===== src/sv/bdc_pkg.sv =====
// Shared types, constants and helpers for the block redistribution counter.
package bdc_pkg;

	localparam int MAX_RANKS = 64;
	localparam int DATA_W    = 32;
	localparam int RANK_W    = 6;
	localparam int GRP_W     = 7;
	localparam int STEP_W    = $clog2(DATA_W);

	typedef struct packed {
		logic              cmd;
		logic [DATA_W-1:0] total_elements;
		logic [RANK_W-1:0] my_rank;
		logic [GRP_W-1:0]  source_ranks;
		logic [GRP_W-1:0]  dest_ranks;
	} in_word_t;

	typedef struct packed {
		logic [RANK_W-1:0] peer_rank;
		logic [DATA_W-1:0] elem_count;
		logic [DATA_W-1:0] displacement;
		logic              last;
	} out_word_t;

	typedef struct packed {
		logic load;
		logic div_start;
		logic div_dst;
		logic take_src;
		logic take_dst;
		logic mul;
		logic init;
		logic emit;
	} dp_cmd_t;

	typedef struct packed {
		logic zero;
		logic div_done;
		logic last_peer;
	} dp_stat_t;

	function automatic logic [GRP_W-1:0] sat_grp(input logic [GRP_W-1:0] v);
		return (v > GRP_W'(MAX_RANKS)) ? GRP_W'(MAX_RANKS) : v;
	endfunction

endpackage


===== src/sv/block_redistribution_counts.sv =====
// Top level of the block redistribution counter.
// A request word is taken when start is high and busy is low. The total is
// split into contiguous blocks over each group; one shared bit-serial divider
// runs two 32-step divisions (source group, then target group, or source group
// again when cmd is set), each ending with its done handshake; the multiply and
// init setup states follow, then one result word per peer rank comes out on
// consecutive cycles, each on result for a single cycle with strobe high, the
// final one with last set. The last word appears in the first cycle with busy
// low. A request with an empty source group, or an empty target group when cmd
// is clear, holds busy for one cycle and yields no words. The receiver cannot
// stall: every strobed word must be taken in the cycle it appears.
module block_redistribution_counts (
	input  logic                clk,
	input  logic                arst_n,
	input  logic                start,
	output logic                busy,
	input  bdc_pkg::in_word_t   req,
	output logic                strobe,
	output bdc_pkg::out_word_t  result
);
	import bdc_pkg::*;

	dp_cmd_t  ctl;
	dp_stat_t stat;

	bdc_ctrl u_ctrl (
		.clk    (clk),
		.arst_n (arst_n),
		.start  (start),
		.busy   (busy),
		.stat   (stat),
		.ctl    (ctl)
	);

	bdc_dp u_dp (
		.clk    (clk),
		.arst_n (arst_n),
		.req    (req),
		.ctl    (ctl),
		.stat   (stat),
		.strobe (strobe),
		.result (result)
	);

endmodule


===== src/sv/bdc_div.sv =====
// Restoring divider, one quotient bit per cycle, small divisor.
module bdc_div (
	input  logic                       clk,
	input  logic                       arst_n,
	input  logic                       start,
	input  logic [bdc_pkg::DATA_W-1:0] dividend,
	input  logic [bdc_pkg::GRP_W-1:0]  divisor,
	output logic                       done,
	output logic [bdc_pkg::DATA_W-1:0] quotient,
	output logic [bdc_pkg::GRP_W-1:0]  remainder
);
	import bdc_pkg::*;

	logic              run_q;
	logic              done_q;
	logic [STEP_W-1:0] step_q;
	logic [DATA_W-1:0] dvd_q;
	logic [GRP_W-1:0]  rem_q;
	logic [GRP_W-1:0]  dsr_q;
	logic [GRP_W:0]    trial;
	logic [GRP_W:0]    diff;
	logic              ge;

	assign trial = {rem_q, dvd_q[DATA_W-1]};
	assign diff  = trial - {1'b0, dsr_q};
	assign ge    = trial >= {1'b0, dsr_q};

	always_ff @(posedge clk or negedge arst_n) begin
		if (!arst_n) begin
			run_q  <= 1'b0;
			done_q <= 1'b0;
			step_q <= '0;
		end else begin
			done_q <= 1'b0;
			if (start) begin
				run_q  <= 1'b1;
				step_q <= '0;
			end else if (run_q) begin
				step_q <= step_q + STEP_W'(1);
				if (step_q == STEP_W'(DATA_W - 1)) begin
					run_q  <= 1'b0;
					done_q <= 1'b1;
				end
			end
		end
	end

	always_ff @(posedge clk) begin
		if (start) begin
			dvd_q <= dividend;
			rem_q <= '0;
			dsr_q <= divisor;
		end else if (run_q) begin
			dvd_q <= {dvd_q[DATA_W-2:0], ge};
			rem_q <= ge ? diff[GRP_W-1:0] : trial[GRP_W-1:0];
		end
	end

	assign done      = done_q;
	assign quotient  = dvd_q;
	assign remainder = rem_q;

`ifndef SYNTHESIS
	a_no_restart: assert property (@(posedge clk) disable iff (!arst_n)
		start |-> !run_q)
		else $error("divider restarted while running");
`endif

endmodule


===== src/sv/bdc_dp.sv =====
// Datapath: request registers, shared divider, block bounds and overlap counts.
module bdc_dp (
	input  logic                clk,
	input  logic                arst_n,
	input  bdc_pkg::in_word_t   req,
	input  bdc_pkg::dp_cmd_t    ctl,
	output bdc_pkg::dp_stat_t   stat,
	output logic                strobe,
	output bdc_pkg::out_word_t  result
);
	import bdc_pkg::*;

	logic              cmd_q;
	logic [DATA_W-1:0] total_q;
	logic [RANK_W-1:0] me_q;
	logic [GRP_W-1:0]  src_n_q;
	logic [GRP_W-1:0]  dst_n_q;
	logic [DATA_W-1:0] stq_q;
	logic [GRP_W-1:0]  srm_q;
	logic [DATA_W-1:0] dtq_q;
	logic [GRP_W-1:0]  drm_q;
	logic [DATA_W-1:0] prod_q;
	logic [DATA_W-1:0] mlo_q;
	logic [DATA_W-1:0] mhi_q;
	logic              empty_q;
	logic [DATA_W-1:0] olo_q;
	logic [DATA_W-1:0] ohi_q;
	logic [RANK_W-1:0] idx_q;
	logic [DATA_W-1:0] sum_q;
	logic              out_vld_q;
	out_word_t         out_q;

	logic              div_done;
	logic [DATA_W-1:0] div_quo;
	logic [GRP_W-1:0]  div_rem;
	logic [GRP_W-1:0]  div_dsr;
	logic [GRP_W-1:0]  n_peers;
	logic              me_lt_rem;
	logic [GRP_W-1:0]  me_min;
	logic [DATA_W-1:0] mlo_d;
	logic [GRP_W-1:0]  idx_nxt;
	logic [DATA_W-1:0] lo;
	logic [DATA_W-1:0] hi;
	logic              ovl;
	logic [DATA_W-1:0] cnt;
	logic [DATA_W-1:0] disp;

	assign div_dsr = (ctl.div_dst && !cmd_q) ? dst_n_q : src_n_q;

	bdc_div u_div (
		.clk       (clk),
		.arst_n    (arst_n),
		.start     (ctl.div_start),
		.dividend  (total_q),
		.divisor   (div_dsr),
		.done      (div_done),
		.quotient  (div_quo),
		.remainder (div_rem)
	);

	assign n_peers   = cmd_q ? src_n_q : dst_n_q;
	assign me_lt_rem = {1'b0, me_q} < srm_q;
	assign me_min    = me_lt_rem ? {1'b0, me_q} : srm_q;
	assign mlo_d     = prod_q + DATA_W'(me_min);
	assign idx_nxt   = {1'b0, idx_q} + GRP_W'(1);

	assign lo   = (mlo_q > olo_q) ? mlo_q : olo_q;
	assign hi   = (mhi_q < ohi_q) ? mhi_q : ohi_q;
	assign ovl  = !empty_q && (hi > lo);
	assign cnt  = cmd_q ? (ohi_q - olo_q) : (ovl ? (hi - lo) : '0);
	assign disp = (cmd_q || ovl) ? sum_q : '0;

	assign stat.zero      = (src_n_q == '0) || (!cmd_q && (dst_n_q == '0));
	assign stat.div_done  = div_done;
	assign stat.last_peer = {1'b0, idx_q} == (n_peers - GRP_W'(1));

	always_ff @(posedge clk) begin
		if (ctl.load) begin
			cmd_q   <= req.cmd;
			total_q <= req.total_elements;
			me_q    <= req.my_rank;
			src_n_q <= sat_grp(req.source_ranks);
			dst_n_q <= sat_grp(req.dest_ranks);
		end
		if (ctl.take_src) begin
			stq_q <= div_quo;
			srm_q <= div_rem;
		end
		if (ctl.take_dst) begin
			dtq_q <= div_quo;
			drm_q <= div_rem;
		end
		if (ctl.mul) begin
			prod_q <= DATA_W'(stq_q * {{(DATA_W-RANK_W){1'b0}}, me_q});
		end
		if (ctl.init) begin
			mlo_q   <= mlo_d;
			mhi_q   <= mlo_d + stq_q + DATA_W'(me_lt_rem);
			empty_q <= {1'b0, me_q} >= src_n_q;
			olo_q   <= '0;
			ohi_q   <= dtq_q + DATA_W'(drm_q != '0);
			idx_q   <= '0;
			sum_q   <= '0;
		end else if (ctl.emit) begin
			olo_q <= ohi_q;
			ohi_q <= ohi_q + dtq_q + DATA_W'(idx_nxt < drm_q);
			idx_q <= idx_q + RANK_W'(1);
			sum_q <= sum_q + cnt;
		end
		if (ctl.emit) begin
			out_q.peer_rank    <= idx_q;
			out_q.elem_count   <= cnt;
			out_q.displacement <= disp;
			out_q.last         <= stat.last_peer;
		end
	end

	always_ff @(posedge clk or negedge arst_n) begin
		if (!arst_n) begin
			out_vld_q <= 1'b0;
		end else begin
			out_vld_q <= ctl.emit;
		end
	end

	assign strobe = out_vld_q;
	assign result = out_q;

`ifndef SYNTHESIS
	a_emit_in_range: assert property (@(posedge clk) disable iff (!arst_n)
		ctl.emit |-> ({1'b0, idx_q} < n_peers))
		else $error("result emitted past the last peer");
	a_emit_nonzero: assert property (@(posedge clk) disable iff (!arst_n)
		ctl.emit |-> !stat.zero)
		else $error("result emitted for an empty group");
	a_last_ends: assert property (@(posedge clk) disable iff (!arst_n)
		(out_vld_q && out_q.last) |=> !out_vld_q)
		else $error("result word follows the last one");
`endif

endmodule


===== src/sv/bdc_ctrl.sv =====
// Controller state machine sequencing divisions, setup and result emission.
module bdc_ctrl (
	input  logic              clk,
	input  logic              arst_n,
	input  logic              start,
	output logic              busy,
	input  bdc_pkg::dp_stat_t stat,
	output bdc_pkg::dp_cmd_t  ctl
);
	import bdc_pkg::*;

	localparam logic [2:0] S_IDLE = 3'd0;
	localparam logic [2:0] S_CHK  = 3'd1;
	localparam logic [2:0] S_DSRC = 3'd2;
	localparam logic [2:0] S_DDST = 3'd3;
	localparam logic [2:0] S_MUL  = 3'd4;
	localparam logic [2:0] S_INIT = 3'd5;
	localparam logic [2:0] S_EMIT = 3'd6;

	logic [2:0] state_q;
	logic [2:0] state_d;

	always_comb begin
		state_d = state_q;
		ctl     = '0;
		case (state_q)
			S_IDLE: begin
				if (start) begin
					ctl.load = 1'b1;
					state_d  = S_CHK;
				end
			end
			S_CHK: begin
				if (stat.zero) begin
					state_d = S_IDLE;
				end else begin
					ctl.div_start = 1'b1;
					state_d       = S_DSRC;
				end
			end
			S_DSRC: begin
				if (stat.div_done) begin
					ctl.take_src  = 1'b1;
					ctl.div_start = 1'b1;
					ctl.div_dst   = 1'b1;
					state_d       = S_DDST;
				end
			end
			S_DDST: begin
				if (stat.div_done) begin
					ctl.take_dst = 1'b1;
					state_d      = S_MUL;
				end
			end
			S_MUL: begin
				ctl.mul = 1'b1;
				state_d = S_INIT;
			end
			S_INIT: begin
				ctl.init = 1'b1;
				state_d  = S_EMIT;
			end
			S_EMIT: begin
				ctl.emit = 1'b1;
				if (stat.last_peer) begin
					state_d = S_IDLE;
				end
			end
			default: begin
				state_d = S_IDLE;
			end
		endcase
	end

	always_ff @(posedge clk or negedge arst_n) begin
		if (!arst_n) begin
			state_q <= S_IDLE;
		end else begin
			state_q <= state_d;
		end
	end

	assign busy = state_q != S_IDLE;

endmodule

===== config.mk =====
export PLATFORM = sky130hd
export DESIGN_NAME = block_redistribution_counts
export DESIGN_NICKNAME = d
export VERILOG_FILES = /design/src/sv/bdc_pkg.sv /design/src/sv/block_redistribution_counts.sv /design/src/sv/bdc_div.sv /design/src/sv/bdc_dp.sv /design/src/sv/bdc_ctrl.sv
export SDC_FILE = /design/constraint.sdc
export NUM_CORES = 2
export LEC_CHECK = 0
export ABC_AREA = 1
export ABC_CLOCK_PERIOD_IN_PS = 7850
export BUFFER_PORTS_ARGS = -buffer_cell sky130_fd_sc_hd__buf_2
export CAP_MARGIN = 25
export CORE_ASPECT_RATIO = 0.7
export CORE_MARGIN = 2
export CORE_UTILIZATION = 57
export CTS_BUF_LIST = sky130_fd_sc_hd__clkbuf_4
export DETAILED_ROUTE_END_ITERATION = 7
export GPL_TIMING_DRIVEN = 0
export HOLD_SLACK_MARGIN = 0.12
export PLACE_DENSITY = 0.74
export SLEW_MARGIN = 15
export SYNTH_ARGS = -nofsm -noshare
export SYNTH_HDL_FRONTEND = slang
export SYNTH_SLANG_ARGS = --single-unit

===== constraint.sdc =====
create_clock -name clk -period 7.85 [get_ports clk]
set_clock_uncertainty 0.2 [all_clocks]
set_input_delay 1.1775 -clock clk [delete_from_list [all_inputs] [get_ports clk]]
set_output_delay 1.1775 -clock clk [all_outputs]
set_load 0.05 [all_outputs]

==> summary.txt <==
Route
  – Vias: 29,703
  – Final ANT Viol Nets: 0
  – DR DRC count: 0
  – Final wirelength: 101,000 um
  – Routed wire per std cell: 19.3 um
  – DR vias/cell: 5.66
  – DRT Pass-1 Iters: 8
  – DR iter-0 viols: 3,098

GRT
  – Largest net degree at the start of global routing: 59
  – Gr ovfl total: 0
  – Antenna violations before repair: 5
  – Vias in the first global route: 27,614
  – Gr usage total: 0.328
  – First-pass GRT wire length: approximately 150,000 um

Logic synthesis
  – Synth unique cells: 64
  – Post-synthesis sequential area ratio: 0.380
  – Avg Cell Area, Syn: 8.32 um2
  – Synth cell count leaders: 1,006 x nand2_1, 589 x inv_1, 370 x edfxtp_1
  – Async SR Flop Fraction: 0.0240
  – Largest cells by area after synthesis: edfxtp_1 33%, nand2_1 11%, ha_1 11%, fa_1 7.0%, inv_1 6.5%
  – Primary FF master, synth: edfxtp_1
  – Mapped Nets: approximately 4,500
  – Synth top area share: 0.327
  – Most common cell in the netlist: nand2_1
  – Synthesized area: 34,000 um2
  – Yosys warning total: 0
  – Post-Syn Instances: slightly above 4,000
  – Register bit count reported by yosys: 458
  – Number of synthesized flops with an enable pin: 370
  – Yosys top cell by area: edfxtp_1

STA
  – Tcrit/Tclk final: 0.949
  – Final hold violations: 0
  – Setup-failing EPs final: 0
  – Slew Limit Headroom: 0.259
  – Fmax: about 130 MHz
  – Tmin final: approximately 7.5 ns
  – Final Max Slew Viols: 0
  – Worst Max-Slew Pin Slew: 1.11 ns

Clocking
  – Clock latency at the later pin of the worst-skew pair: 1.00 ns
  – Cts bufs inserted: 111
  – Clk slew on worst S/H paths: 0.07 ns
  – CTS tree: built
  – Clk buf depth: 3
  – Clock Sinks: 458
  – H-Tree Depth: 3
  – Clk root buf: clkbuf_4

Placement
  – DP HPWL: 81,100 um
  – RD Place Congestion: 0.998
  – Buffers on Ports: 128

Worst hold path
  – HP Class: in -> reg
  – Hold Startpoint: req[17]
  – WHS Endpoint: u_dp.me_q[3]
  – Hold Path Stages: 1

Job
  – # Max-Cap Violations: 0

Final layout
  – Util after Layout: 0.641
  – Share of post-route cells with drive strength above 1: 0.0922
  – Final net count: 4,815
  – Syn-to-layout area delta: 10.6%

Worst setup path
  – Reg2Reg Setup Slack: 0.40 ns
  – Startpoint Class: flop
  – CP max FO: 10
  – R2R depth: 35
  – FF-to-FF End: u_dp.sum_q[22]
  – Critical Path End Type: flop
  – Startpoint of the worst register-to-register path: u_dp.ohi_q[29]
  – Crit-path slowest cell: edfxtp_1
  – Crit path DAT: around 8.1 ns
  – CP max stage delay: around 0.65 ns
  – Worst setup path category: reg -> reg
  – Most frequent CP cell: nand2_1
  – Worst path required time: approximately 8.5 ns

Floorplan
  – Initial Util: 0.580
  – Core Footprint: 58,600 um2
  – FP Rows: 74
  – # IOs: 129
  – Die area: 61,600 um2
  – Die Ht: between 200 and 250 um
  – Horiz. Die Dim: 296 um

Run status
  – Status: finished clean

Pwr
  – Leak: 17.5 nW
  – Power per standard cell area: 369 nW/um2
  – Total power: 0.0139 W
  – Peak VDD IR: between 0.2 and 0.3 mV
[area by class of cell]
class	instances	area [um2]
Timing Repair Buffer	155	938
Tap cell	798	998
Antenna cell	6	15.0
Clock buffer	160	1200
Clock inverter	45	305
Inverter	592	2220
Multi-Input combinational cell	2951	18600
Buffer	84	354
Sequential cell	458	12900
Fill cell	5056	21000
[report_power, final]
| part | switching [W] | internal (W) |
|---|---|---|
| Clock | 0.00106 | 0.00105 |
| Combinational | 0.00526 | 0.00268 |
| Sequential | 0.000407 | 0.00342 |
| Total | 0.00672 | 0.00715 |
[through the flow]
step	hold WS (ns)	worst slack (ns)	cell area (um2)	setup TNS, ns	std cells
after floorplan	0.206	2.26	34000	0	4085
after global placement	0.259	-0.241	35600	-1.40	5011
after detailed placement	0.264	-0.348	35800	-2.25	5020
after CTS	0.120	0.0375	37400	0	5229
after global routing	0.127	-0.0328	37600	-0.0328	5244
final	0.189	0.397	37600	0	5249
[state kept, by name, indices dropped and copies added, names as in the netlist, 32 cells and up]
| signal | cells |
|---|---|
| u_dp.u_div.quotient | 32 |
| u_dp.result | 71 |
| u_dp.dtq_q | 32 |
| u_dp.total_q | 32 |
| u_dp.prod_q | 32 |
| u_dp.ohi_q | 32 |
| u_dp.sum_q | 32 |
| u_dp.olo_q | 32 |
| u_dp.mlo_q | 32 |
| u_dp.mhi_q | 32 |
| u_dp.stq_q | 32 |
[metal layers]
layer  up-vias  part of all wire  wire, um  track usage
met5         -                 0         0            0
met4         0             0.026      2600       0.0924
met3       167              0.13     12800       0.0965
met2      1384              0.40     40000        0.448
met1     13843              0.45     45700        0.499
li1      14309                 -         -            -
[worst max-delay path by stage]
stage                     slack, ns  cells after the start              to            from
after global placement        -0.24                     40  u_dp.sum_q[17]  u_dp.ohi_q[31]
after CTS                      0.04                     38  u_dp.sum_q[17]  u_dp.ohi_q[31]
final                          0.40                     35  u_dp.sum_q[22]  u_dp.ohi_q[29]
after floorplan                2.26                     38  u_dp.sum_q[17]  u_dp.olo_q[31]
after global routing          -0.03                     39  u_dp.sum_q[22]  u_dp.ohi_q[31]
after detailed placement      -0.35                     38  u_dp.sum_q[17]  u_dp.ohi_q[31]
[cells by family (layout without fill, tap and decap cells)]
| kind of cell | after synthesis | in the layout | share of synthesized area |
|---|---|---|---|
| simple gates | 1597 | 1597 | 0.194 |
| compound gates | 773 | 773 | 0.130 |
| buf+inv | 676 | 1036 | 0.0753 |
| flops | 458 | 458 | 0.380 |
| fa+ha+maj | 406 | 406 | 0.176 |
| xor+xnor | 174 | 174 | 0.0448 |
| other cells | 1 | 7 | 0.000110 |
[cell usage in the layout, fill, tap and decap left out, types with 6 or more instances in the layout]
cell      netlist  layout
a31oi_1        37      37
nand3_1       149     149
a21o_1         30      30
ha_1          288     288
xor2_1        110     110
clkinv_1        1      29
o21ai_1        20      20
dfrtp_1        11      11
buf_4           0      16
buf_2          15     142
o31ai_1        11      11
edfxtp_1      370     370
nand2_2         5       8
a211oi_1       11      10
clkbuf_1       61      54
xnor2_1        64      64
clkinv_2        0       7
nor2_4          4       8
buf_1           7       7
inv_1         589     589
o21a_1         13      13
nand3b_1        8       8
nor3_1         42      40
a21oi_1       280     279
o22ai_1        50      50
or2_2          11      11
dfxtp_1        77      77
nand4_1        35      35
clkbuf_4        0     164
nor2_1        295     292
diode_2         0       6
fa_1          118     118
o21ai_0       234     234
o21bai_1       25      25
nor4_1         16      15
a221oi_1       11      11
nand2_1      1006    1003
o221ai_1        7       7
o211ai_1       15      15
a21boi_0        9       9
[worst max-delay path, delay by kind of cell (launching register included)]
| family | cells | cell delay, ns |
|---|---|---|
| buffers and inverters | 7 | 1.16 |
| DFF | 1 | 0.65 |
| adders and majority gates | 4 | 1.45 |
| AOI/OAI and AO/OA | 9 | 1.82 |
| xor gates and xnor gates | 1 | 0.08 |
| and+or+nand+nor | 14 | 1.89 |
[repair_timing]
action | CTS | global route
pin swaps | 0 | 2
resized for setup | 5 | 18
cloned | 0 | 0
buffers inserted | 0 | 13
endpoints found under the hold margin | 14 | 0
setup endpoints to repair | 17 | 22
hold buffers | 4 | 0
Power figures use the tool's default switching activity.
